$ cat config.mk
export PLATFORM = sky130hd
export DESIGN_NAME = upstream_burst_size_fec_unit
export DESIGN_NICKNAME = d
export VERILOG_FILES = /design/src/design/ubsf_pkg.sv /design/src/design/upstream_burst_size_fec_unit.sv /design/src/design/ubsf_cfg.sv /design/src/design/ubsf_div.sv
export SDC_FILE = /design/constraint.sdc
export NUM_CORES = 1
export LEC_CHECK = 0
export ABC_AREA = 1
export BUFFER_PORTS_ARGS = -buffer_cell sky130_fd_sc_hd__buf_4
export CAP_MARGIN = 20
export CORE_UTILIZATION = 55
export CTS_BUF_LIST = sky130_fd_sc_hd__clkbuf_16
export DETAILED_ROUTE_END_ITERATION = 10
export PLACE_DENSITY_LB_ADDON = 0.3
export SLEW_MARGIN = 0
export SYNTH_ARGS = -nofsm -noshare
export SYNTH_HDL_FRONTEND = slang
export SYNTH_SLANG_ARGS = --single-unit
$ cat constraint.sdc
create_clock -name clk_i -period 10.01 [get_ports clk_i]
set_clock_uncertainty 0.2 [all_clocks]
set_input_delay 2.5025 -clock clk_i [delete_from_list [all_inputs] [get_ports clk_i]]
set_output_delay 2.5025 -clock clk_i [all_outputs]
set_load 0.01 [all_outputs]
$ cat src/design/ubsf_pkg.sv
`default_nettype none

package ubsf_pkg;

  // Width of a block size in words (12-bit byte count divided by four).
  localparam int unsigned WordBits = 10;

  // Header/trailer and PLOAM lengths in words.
  localparam int unsigned HdrTrlWords = 2;
  localparam int unsigned PloamWords  = 12;

  localparam int unsigned FinalBits = 18;
  localparam int unsigned OutBits   = 16;

  localparam int unsigned CfgIdxBits  = 3;
  localparam int unsigned CfgDataBits = 16;

  typedef enum logic [CfgIdxBits-1:0] {
    CfgFecEnable   = 3'd0,
    CfgGuardTime   = 3'd1,
    CfgPreambleDel = 3'd2,
    CfgDataBlock   = 3'd3,
    CfgFecBlock    = 3'd4
  } cfg_idx_e;

  typedef struct packed {
    logic        fec_enable;
    logic [15:0] guard_time_words;
    logic [15:0] preamble_delimiter_bytes;
    logic [11:0] data_block_bytes;
    logic [11:0] fec_block_bytes;
  } cfg_t;

  typedef enum logic [2:0] {
    StIdle,
    StStart,
    StDiv,
    StMul,
    StSum
  } state_e;

endpackage

`default_nettype wire

$ cat src/design/upstream_burst_size_fec_unit.sv
`default_nettype none

// Each item passes through start, the bit-serial divide that splits the
// payload into FEC blocks, the multiply and the sum; no new item is taken
// before it leaves the sum state. A result waiting in the output register
// delays only the next item's exit from the sum state, not its acceptance.
// Reset (async, active low) clears the payload count and the control state
// and restores the register defaults.
module upstream_burst_size_fec_unit #(
  parameter int unsigned COUNT_BITS = 16
) (
  input  wire logic                                 clk_i,
  input  wire logic                                 rst_ni,
  input  wire logic                                 cfg_valid_i,
  output logic                                      cfg_ready_o,
  input  wire logic [ubsf_pkg::CfgIdxBits-1:0]      cfg_index_i,
  input  wire logic [ubsf_pkg::CfgDataBits-1:0]     cfg_data_i,
  input  wire logic                                 in_valid_i,
  output logic                                      in_stall_o,
  input  wire logic                                 cmd_i,
  input  wire logic                                 ploam_present_i,
  input  wire logic [15:0]                          grant_words_i,
  output logic                                      out_valid_o,
  input  wire logic                                 out_stall_i,
  output logic [15:0]                               payload_words_o,
  output logic [17:0]                               final_burst_words_o
);
  import ubsf_pkg::*;

  localparam int unsigned ProdW = COUNT_BITS + WordBits;
  localparam int unsigned TotW  = COUNT_BITS + 12;
  localparam logic [31:0] CountMax = (32'd1 << COUNT_BITS) - 32'd1;
  localparam logic [31:0] Out16Max = 32'd65535;
  localparam logic [TotW-1:0] FinalMax = TotW'(262143);

  cfg_t cfg;

  state_e state_q, state_d;

  logic [COUNT_BITS-1:0] count_q, count_d;
  logic [ProdW-1:0]      prod_q, prod_d;
  logic                  out_valid_q, out_valid_d;
  logic [OutBits-1:0]    payload_q, payload_d;
  logic [FinalBits-1:0]  final_q, final_d;

  logic                  in_accept;
  logic                  out_free;
  logic [31:0]           grant_sum;
  logic [31:0]           count_ext;
  logic                  div_start;
  logic                  div_busy;
  logic [COUNT_BITS-1:0] quo;
  logic [WordBits-1:0]   rem;
  logic [WordBits-1:0]   dw, fw, parity;
  logic [WordBits:0]     tail;
  logic                  fec_on;
  logic [TotW-1:0]       body, total;

  ubsf_cfg u_cfg (
    .clk_i       (clk_i),
    .rst_ni      (rst_ni),
    .cfg_valid_i (cfg_valid_i),
    .cfg_ready_o (cfg_ready_o),
    .cfg_index_i (cfg_index_i),
    .cfg_data_i  (cfg_data_i),
    .cfg_o       (cfg)
  );

  assign dw     = cfg.data_block_bytes[11:2];
  assign fw     = cfg.fec_block_bytes[11:2];
  assign parity = (fw > dw) ? (fw - dw) : '0;
  assign fec_on = cfg.fec_enable && (dw != '0);

  ubsf_div #(
    .N (COUNT_BITS)
  ) u_div (
    .clk_i       (clk_i),
    .rst_ni      (rst_ni),
    .start_i     (div_start),
    .dividend_i  (count_q),
    .divisor_i   (dw),
    .busy_o      (div_busy),
    .quotient_o  (quo),
    .remainder_o (rem)
  );

  assign in_stall_o  = (state_q != StIdle);
  assign in_accept   = in_valid_i && !in_stall_o;
  assign out_free    = !out_valid_q || !out_stall_i;
  assign out_valid_o = out_valid_q;
  assign payload_words_o     = payload_q;
  assign final_burst_words_o = final_q;

  assign grant_sum = 32'(count_q) + 32'(grant_words_i);
  assign count_ext = 32'(count_q);

  // Partial last block keeps its words plus a whole parity.
  assign tail  = (rem != '0) ? ({1'b0, rem} + {1'b0, parity}) : '0;
  assign body  = fec_on ? (TotW'(prod_q) + TotW'(tail)) : TotW'(count_q);
  assign total = body + TotW'(cfg.guard_time_words)
               + TotW'(cfg.preamble_delimiter_bytes[15:2]);

  always_comb begin
    state_d     = state_q;
    count_d     = count_q;
    prod_d      = prod_q;
    out_valid_d = out_valid_q && out_stall_i;
    payload_d   = payload_q;
    final_d     = final_q;
    div_start   = 1'b0;
    case (state_q)
      StIdle: begin
        if (in_accept) begin
          if (!cmd_i) begin
            count_d = COUNT_BITS'(ploam_present_i ? (HdrTrlWords + PloamWords)
                                                  : HdrTrlWords);
          end else begin
            count_d = (grant_sum > CountMax) ? COUNT_BITS'(CountMax)
                                             : grant_sum[COUNT_BITS-1:0];
          end
          state_d = StStart;
        end
      end
      StStart: begin
        div_start = 1'b1;
        state_d   = StDiv;
      end
      StDiv: begin
        if (!div_busy) begin
          state_d = StMul;
        end
      end
      StMul: begin
        prod_d  = ProdW'(quo) * ProdW'(fw);
        state_d = StSum;
      end
      StSum: begin
        if (out_free) begin
          out_valid_d = 1'b1;
          payload_d   = (count_ext > Out16Max) ? OutBits'(Out16Max)
                                               : count_ext[OutBits-1:0];
          final_d     = (total > FinalMax) ? FinalBits'(FinalMax)
                                           : total[FinalBits-1:0];
          state_d     = StIdle;
        end
      end
      default: state_d = StIdle;
    endcase
  end

  always_ff @(posedge clk_i or negedge rst_ni) begin
    if (!rst_ni) begin
      state_q     <= StIdle;
      count_q     <= '0;
      out_valid_q <= 1'b0;
    end else begin
      state_q     <= state_d;
      count_q     <= count_d;
      out_valid_q <= out_valid_d;
    end
  end

  always_ff @(posedge clk_i) begin
    prod_q    <= prod_d;
    payload_q <= payload_d;
    final_q   <= final_d;
  end

`ifndef NO_ASSERTIONS
  a_div_only_in_div: assert property (@(posedge clk_i) disable iff (!rst_ni)
    div_busy |-> (state_q == StDiv))
    else $error("divider running outside the divide phase");

  a_accept_starts: assert property (@(posedge clk_i) disable iff (!rst_ni)
    in_accept |=> (state_q == StStart))
    else $error("accepted transaction did not start the sequence");

  a_result_from_sum: assert property (@(posedge clk_i) disable iff (!rst_ni)
    $rose(out_valid_q) |-> ($past(state_q) == StSum))
    else $error("result raised outside the final phase");

  a_mul_after_div: assert property (@(posedge clk_i) disable iff (!rst_ni)
    (state_q == StMul) |-> !div_busy)
    else $error("product taken before the quotient settled");
`endif

endmodule

`default_nettype wire

$ cat src/design/ubsf_cfg.sv
`default_nettype none

module ubsf_cfg (
  input  wire logic                                 clk_i,
  input  wire logic                                 rst_ni,
  input  wire logic                                 cfg_valid_i,
  output logic                                      cfg_ready_o,
  input  wire logic [ubsf_pkg::CfgIdxBits-1:0]      cfg_index_i,
  input  wire logic [ubsf_pkg::CfgDataBits-1:0]     cfg_data_i,
  output ubsf_pkg::cfg_t                            cfg_o
);
  import ubsf_pkg::*;

  cfg_t cfg_q, cfg_d;

  assign cfg_ready_o = 1'b1;
  assign cfg_o       = cfg_q;

  always_comb begin
    cfg_d = cfg_q;
    if (cfg_valid_i) begin
      case (cfg_idx_e'(cfg_index_i))
        CfgFecEnable:   cfg_d.fec_enable               = cfg_data_i[0];
        CfgGuardTime:   cfg_d.guard_time_words         = cfg_data_i;
        CfgPreambleDel: cfg_d.preamble_delimiter_bytes = cfg_data_i;
        CfgDataBlock:   cfg_d.data_block_bytes         = cfg_data_i[11:0];
        CfgFecBlock:    cfg_d.fec_block_bytes          = cfg_data_i[11:0];
        default:        cfg_d = cfg_q;  // unmapped index: dropped
      endcase
    end
  end

  always_ff @(posedge clk_i or negedge rst_ni) begin
    if (!rst_ni) begin
      cfg_q.fec_enable               <= 1'b1;
      cfg_q.guard_time_words         <= 16'd16;
      cfg_q.preamble_delimiter_bytes <= 16'd168;
      cfg_q.data_block_bytes         <= 12'd216;
      cfg_q.fec_block_bytes          <= 12'd248;
    end else begin
      cfg_q <= cfg_d;
    end
  end

endmodule

`default_nettype wire

$ cat src/design/ubsf_div.sv
`default_nettype none

// Restoring divider, one quotient bit per cycle.
module ubsf_div #(
  parameter int unsigned N = 16
) (
  input  wire logic                               clk_i,
  input  wire logic                               rst_ni,
  input  wire logic                               start_i,
  input  wire logic [N-1:0]                       dividend_i,
  input  wire logic [ubsf_pkg::WordBits-1:0]      divisor_i,
  output logic                                    busy_o,
  output logic [N-1:0]                            quotient_o,
  output logic [ubsf_pkg::WordBits-1:0]           remainder_o
);
  import ubsf_pkg::*;

  localparam int unsigned CntW = $clog2(N + 1);

  logic [CntW-1:0]     cnt_q, cnt_d;
  logic [N-1:0]        quo_q, quo_d;
  logic [WordBits-1:0] rem_q, rem_d;
  logic [WordBits:0]   trial;
  logic                fits;

  assign busy_o      = (cnt_q != '0);
  assign quotient_o  = quo_q;
  assign remainder_o = rem_q;

  // Partial remainder shifted left with the next dividend bit.
  assign trial = {rem_q, quo_q[N-1]};
  assign fits  = (trial >= {1'b0, divisor_i});

  always_comb begin
    cnt_d = cnt_q;
    quo_d = quo_q;
    rem_d = rem_q;
    if (start_i) begin
      cnt_d = CntW'(N);
      quo_d = dividend_i;
      rem_d = '0;
    end else if (busy_o) begin
      cnt_d = cnt_q - CntW'(1);
      quo_d = {quo_q[N-2:0], fits};
      rem_d = fits ? WordBits'(trial - {1'b0, divisor_i}) : trial[WordBits-1:0];
    end
  end

  always_ff @(posedge clk_i or negedge rst_ni) begin
    if (!rst_ni) begin
      cnt_q <= '0;
    end else begin
      cnt_q <= cnt_d;
    end
  end

  always_ff @(posedge clk_i) begin
    quo_q <= quo_d;
    rem_q <= rem_d;
  end

endmodule

`default_nettype wire

**Word level (Yosys, flattened, before mapping)**

Cells that the tools add are included.

- Flip-flop bits (word level): 168
- Word-level logic and storage cells: 79

- Add/subtract/negate cells: 8
- Order comparisons: 5
- Multiplexer cells: 18
- Equality and inequality tests: 11
- Multipliers: 1
- Reduce and logical (&&, ||, !) cells: 22

Operator list:

| kind | number |
|---|---|
| $mux 16 | 4 |
| $add 27x16->28 | 1 |
| $add 28x14->28 | 1 |
| $gt 28x18->1 const B | 1 |
| $add 26x11->27 | 1 |
| $mux 27 | 1 |
| $mul 16x10->26 | 1 |
| $mux 10 | 2 |
| $reduce_bool 10->1 | 2 |
| $sub 10x10->10 | 2 |
| $add 16x16->17 | 1 |
| $gt 17x16->1 const B | 1 |
| $gt 16x16->1 const B | 1 |
| $pmux 3 s5 | 1 |
| $reduce_and 2->1 | 7 |
| $eq 3x2->1 const B | 4 |
| $add 10x10->11 | 1 |
| $ge 11x10->1 | 1 |
| $mux 11 | 1 |
| $gt 10x10->1 | 1 |
| $mux 5 | 2 |
| $mux 3 | 3 |
| $eq 3x1->1 const B | 2 |
| $eq 3x3->1 const B | 2 |
| 12 further kinds | 21 |

**Depth between registers and ports, before layout**

- Depth in word-level cells: 9
- Mapped depth: 58
- Mapped depth without buffers: 55

**Hierarchy**

From an unflattened synthesis, not the netlist that was laid out.

- Cells, all modules: 2132
- Area, all modules: 16622.2 um^2

By module, submodules not included:

| module | area an instance (um^2) | cells each | sequential area each (um^2) | instances |
|---|---|---|---|---|
| upstream_burst_size_fec_unit | 12240.5 | 1596 | 2302.2 | 1 |
| ubsf_cfg | 2333.5 | 261 | 1443.9 | 1 |
| ubsf_div | 2048.2 | 275 | 805.8 | 1 |

**Worst setup path before layout**

Ideal clock, no wire load.

- Path kind: reg2reg
- From: reg u_cfg.cfg_q (netlist bit u_cfg.cfg_o[2])
- To: reg final_q[10], in the netlist final_burst_words_o[10], data pin
- Clock period less this slack: 7509 ps
- Arrival: 7044 ps
- Setup time: 265 ps
- Required time: 9545 ps
- Stages on the path, launching flop included: 57
- Setup slack: 2501 ps
- Cell sequence: dfrtp_1 > clkbuf_1 > clkbuf_1 > inv_1 > ha_1 > inv_1 > fa_1 > nand3_1 > nand3_1 > nand2_1 > a21boi_0 > o21ai_0 > nand2_1 > nand2_1 > or2_2 > inv_1 > ha_1 > inv_1 > [... 21 more ...] > o21bai_1 > xor2_1 > mux2i_1 > fa_1 > inv_1 > ha_1 > nand2_1 > nor4_1 > nand2_1 > nand2_1 > inv_1 > nor2_1 > nand3_1 > nand2_1 > nand3_2 > nor2_8 > buf_6 > nand4_1

- Word-level cells in the longest chain between the ends: 9

Ends and longest elaborated chain:

| element | line | source |
|---|---|---|
| start, declared | ubsf_cfg.sv:14 | `cfg_t cfg_q, cfg_d;` |
| start signal, assigned | ubsf_cfg.sv:41 | `cfg_q <= cfg_d;` |
| $sub 10x10->10 / $gt 10x10->1 (equally long branches) | upstream_burst_size_fec_unit.sv:71 | `assign parity = (fw > dw) ? (fw - dw) : '0;` |
| $mux 10 * | upstream_burst_size_fec_unit.sv:71 |  |
| $add 10x10->11 * | upstream_burst_size_fec_unit.sv:98 | `assign tail = (rem != '0) ? ({1'b0, rem} + {1'b0, parity}) : '0;` |
| $mux 11 * | upstream_burst_size_fec_unit.sv:98 |  |
| $add 26x11->27 * | upstream_burst_size_fec_unit.sv:99 | `assign body = fec_on ? (TotW'(prod_q) + TotW'(tail)) : TotW'(count_q);` |
| $mux 27 * | upstream_burst_size_fec_unit.sv:99 |  |
| $add 27x16->28 * | upstream_burst_size_fec_unit.sv:100 | `assign total = body + TotW'(cfg.guard_time_words)` |
| $add 28x14->28 * | upstream_burst_size_fec_unit.sv:101 | `+ TotW'(cfg.preamble_delimiter_bytes[15:2]);` |
| $gt 28x18->1 | upstream_burst_size_fec_unit.sv:142 | `final_d = (total > FinalMax) ? FinalBits'(FinalMax)` |
| end signal, assigned | upstream_burst_size_fec_unit.sv:166 | `final_q <= final_d;` |
| end, declared | upstream_burst_size_fec_unit.sv:44 | `logic [FinalBits-1:0] final_q, final_d;` |

Mark *: on every way between the ends. The rest lies on a longest branch, timed or not.
A chain may end at the register's enable or synchronous reset.

**Worst setup path after layout**

- From: reg u_cfg.cfg_q (netlist bit u_cfg.cfg_o[2])
- To: reg final_q[16], in the netlist final_burst_words_o[16], data pin

The elaborated chain is that of the path after synthesis.

==> key figures <==
Die
  • Core Box Area: 28600 um2
  • Die height: 173 um
  • I/O pin cnt: between 70 and 80
  • # rows: 62
  • Area of the die: 29800 um2
  • Die Span X: 173 um
  • Starting utilization of the core area: 0.559

Routing
  • First DRT Iteration DRCs: 1016
  • Per-cell routed wire length: about 17 um
  • DRC violation count after routing: 0
  • Number of iterations in the first detailed-routing pass: 5
  • Number of vias per cell after detailed routing: 5.42
  • ANT nets after route: 0
  • Vias after detailed routing: 13300
  • WL final: between 40000 and 50000 um

STA
  • Final-report setup violation count: 0
  • Sum Neg Setup Slack: 0 ns
  • Relative slew slack: 0.350
  • Maximum frequency from static timing analysis: between 100 and 150 MHz
  • Total count of max-transition violations in the final report: 0
  • Final hold violations: 0
  • Unrepaired setup endpoints after global routing: no
  • Portion of the clock cycle consumed by the worst path in the final layout: 0.841
  • Worst Max-Slew Pin Slew: 0.972 ns
  • Min cycle time layout: 8.42 ns

Finish
  • Share of final-layout standard cells stronger than drive strength 1: 0.0918
  • Footprint of the multi-input gates: 9820 um2
  • Number of filler cells placed in the layout: 2551
  • Layout net count: 2366
  • Register area: about 4400 um2
  • Ant. Diodes: 0
  • Synth-to-layout area growth: 8.91%

Clocking
  • Clock Tree Buf Depth: 2
  • Number of post-CTS setup repair buffers: 0
  • Number of gates given a new drive strength after cts: 0
  • Hold buffer count at cts: 0
  • Worst-Skew Late Latency: 0.43 ns
  • Clock tree root driver cell: sky130_fd_sc_hd__clkbuf_16
  • Clock transition at the registers of the reported paths: 0.07 ns
  • Number of clock sinks: 162
  • Total number of H-tree levels: 4
  • Clock tree from TritonCTS: yes
  • TritonCTS buffer count: 17

Synthesis
  • Syn avg cell area: 7.93 um2
  • Share of the yosys chip area belonging to registers: 0.275
  • Post-synth top flop: sky130_fd_sc_hd__edfxtp_1
  • Post-Synthesis Net Count: 2326
  • Most used standard cell by instance count after synthesis: sky130_fd_sc_hd__nand2_1
  • Number of flops mapped to enable cells by yosys: 76
  • YS warnings: 0
  • Flip-flop and latch count after synthesis: approximately 160
  • Cell taking the most area after synthesis: sky130_fd_sc_hd__fa_1
  • Async set-reset flop share out of synthesis: 0.469
  • Number of cells produced by synthesis: around 2000
  • Number of distinct library cells after synthesis: 51
  • Most numerous cell types in the synthesized netlist: 480 x sky130_fd_sc_hd__nand2_1, 397 x sky130_fd_sc_hd__inv_1, 152 x sky130_fd_sc_hd__o21ai_0
  • Area share of the largest cell type after synthesis: 0.163
  • Synth top area cells: sky130_fd_sc_hd__fa_1 16%, sky130_fd_sc_hd__edfxtp_1 14%, sky130_fd_sc_hd__nand2_1 11%
  • Netlist area before placement: 16000 um2

Worst setup path
  • Category of the most critical setup path: reg -> reg
  • Top delay family on crit path: simple AND/OR/NAND/NOR gates
  • Maximum fanout count along the critical path: 18
  • Count of buffer and inverter cells on the critical path: 7
  • Category of the worst setup path capture point: register
  • Largest stage delay on the critical path: between 0.7 and 0.8 ns
  • Critical Path AT: 8.37 ns
  • Startpoint kind of the worst setup timing path: register
  • Required time of the critical path: around 10 ns
  • Cell repeated most along the worst path: sky130_fd_sc_hd__nand2_1
  • Slowest CP cell: sky130_fd_sc_hd__dfrtp_1

GRT
  • Remaining global-route overflow: 0
  • First-pass GRT wire length: 67500 um
  • Busiest layer in global routing: met2
  • Met3 GRT Util: 0.0391
  • Met1 Use GR: 0.372
  • Global-route track usage on met2: 0.494
  • Number of antenna violations at the first check in global routing: 0
  • Overall global routing resource usage: 0.286
  • Vias in the first global route: 13300
  • Pin count of the biggest net entering global routing: 68

Min path
  • Class of the tightest hold or removal check: reg -> reg

Run status
  • Run status: finished, final reports clean

Place
  • Post-detailed-placement half-perimeter wirelength: about 33000 um
  • Weighted congestion reported at the end of routability-driven placement: 0.944
  • Input/output buffers: slightly below 80

Flow run
  • Max capacitance violation total: 0
-- sequential cells by signal (all words and copies together), names as in the netlist --
register,count
u_cfg.cfg_o,51
prod_q,26
final_burst_words_o,18
count_q,16
payload_words_o,16
u_div.quotient_o,16
u_div.remainder_o,10
u_div.cnt_q,5
state_q,3
out_valid_o,1
-- cell families after synthesis --
logic type / after synthesis / share of synthesized area
mux: 1 / 0.000626
flops: 162 / 0.275
compound gates: 305 / 0.102
simple gates: 745 / 0.204
buf+inv: 468 / 0.111
other cells: 1 / 0.000234
xor+xnor: 66 / 0.0361
fa+ha+maj: 268 / 0.271
-- stage by stage --
stage / util / std cells / setup slack, ns / instance area, um2 / hold WS, ns
after global routing: 0.609 / 2453 / 0.475 / 17400 / 0.291
after detailed placement: 0.588 / 2421 / 1.68 / 16800 / 0.271
after CTS: 0.609 / 2453 / 1.61 / 17400 / 0.287
after floorplan: - / 2016 / 2.50 / 16000 / 0.249
final: 0.609 / 2453 / 1.59 / 17400 / 0.283
after global placement: 0.588 / 2421 / 1.87 / 16800 / 0.265
-- routing by layer --
metal | part of all wire | wire length (um)
met2 | 0.48 | 19800
met4 | 0.026 | 1060
met3 | 0.064 | 2590
met1 | 0.43 | 17400
met5 | 0 | 0
-- path summary, 6_finish.rpt --
path,from,endpoint,slack [ns],depth (start not counted)
worst min-delay path,count_q[12],payload_words_o[12],0.28,0
min in group asynchronous,rst_ni,u_div.cnt_q[0],1.69,1
max in group asynchronous,rst_ni,u_cfg.cfg_o[38],6.82,2
worst max-delay path,u_cfg.cfg_o[2],final_burst_words_o[16],1.59,53
worst max register to register,u_cfg.cfg_o[2],final_burst_words_o[16],1.59,53
worst min register to register,count_q[12],payload_words_o[12],0.28,0
-- layout make-up --
class                   count  area share
clock buffers              17      0.0244
flip-flops and latches    162       0.253
multi-input cells        1386       0.564
repair buffers             81      0.0349
clock inverters            15     0.00862
well taps                 384      0.0276
inverters                 408      0.0879
-- worst register-to-register path: cells and delay by family, from the launching register on --
family,cells,cell delay (ns)
compound gates,14,2.15
fa+ha+maj,6,1.93
buf+inv,7,0.51
flops,1,0.71
simple gates,26,2.65
-- cell usage in the layout (no fill, tap or decap), types with 5 or more instances in the layout --
master,netlist,layout
sky130_fd_sc_hd__nand2_1,480,480
sky130_fd_sc_hd__inv_1,397,398
sky130_fd_sc_hd__o21ai_0,152,152
sky130_fd_sc_hd__ha_1,138,138
sky130_fd_sc_hd__fa_1,130,130
sky130_fd_sc_hd__a21oi_1,104,103
sky130_fd_sc_hd__nor2_1,88,87
sky130_fd_sc_hd__buf_4,2,81
sky130_fd_sc_hd__edfxtp_1,76,76
sky130_fd_sc_hd__nand3_1,69,69
sky130_fd_sc_hd__dfrtp_1,62,62
sky130_fd_sc_hd__xor2_1,39,39
sky130_fd_sc_hd__nand4_1,30,30
sky130_fd_sc_hd__xnor2_1,27,27
sky130_fd_sc_hd__clkbuf_16,0,17
sky130_fd_sc_hd__dfstp_2,14,14
sky130_fd_sc_hd__or2_2,13,13
sky130_fd_sc_hd__nor3_1,13,12
sky130_fd_sc_hd__nand2_2,12,12
sky130_fd_sc_hd__o22ai_1,10,10
sky130_fd_sc_hd__dfxtp_1,10,10
sky130_fd_sc_hd__inv_2,9,9
sky130_fd_sc_hd__nand3_2,9,9
sky130_fd_sc_hd__nor2_2,7,8
sky130_fd_sc_hd__a31oi_1,6,6
sky130_fd_sc_hd__nor3_2,5,6
sky130_fd_sc_hd__nor4_1,5,5
sky130_fd_sc_hd__o21bai_1,5,5
sky130_fd_sc_hd__nand3b_1,5,5
Power is not shown: default switching activity piles up to over one toggle a cycle in this logic, so the estimate is an artifact.
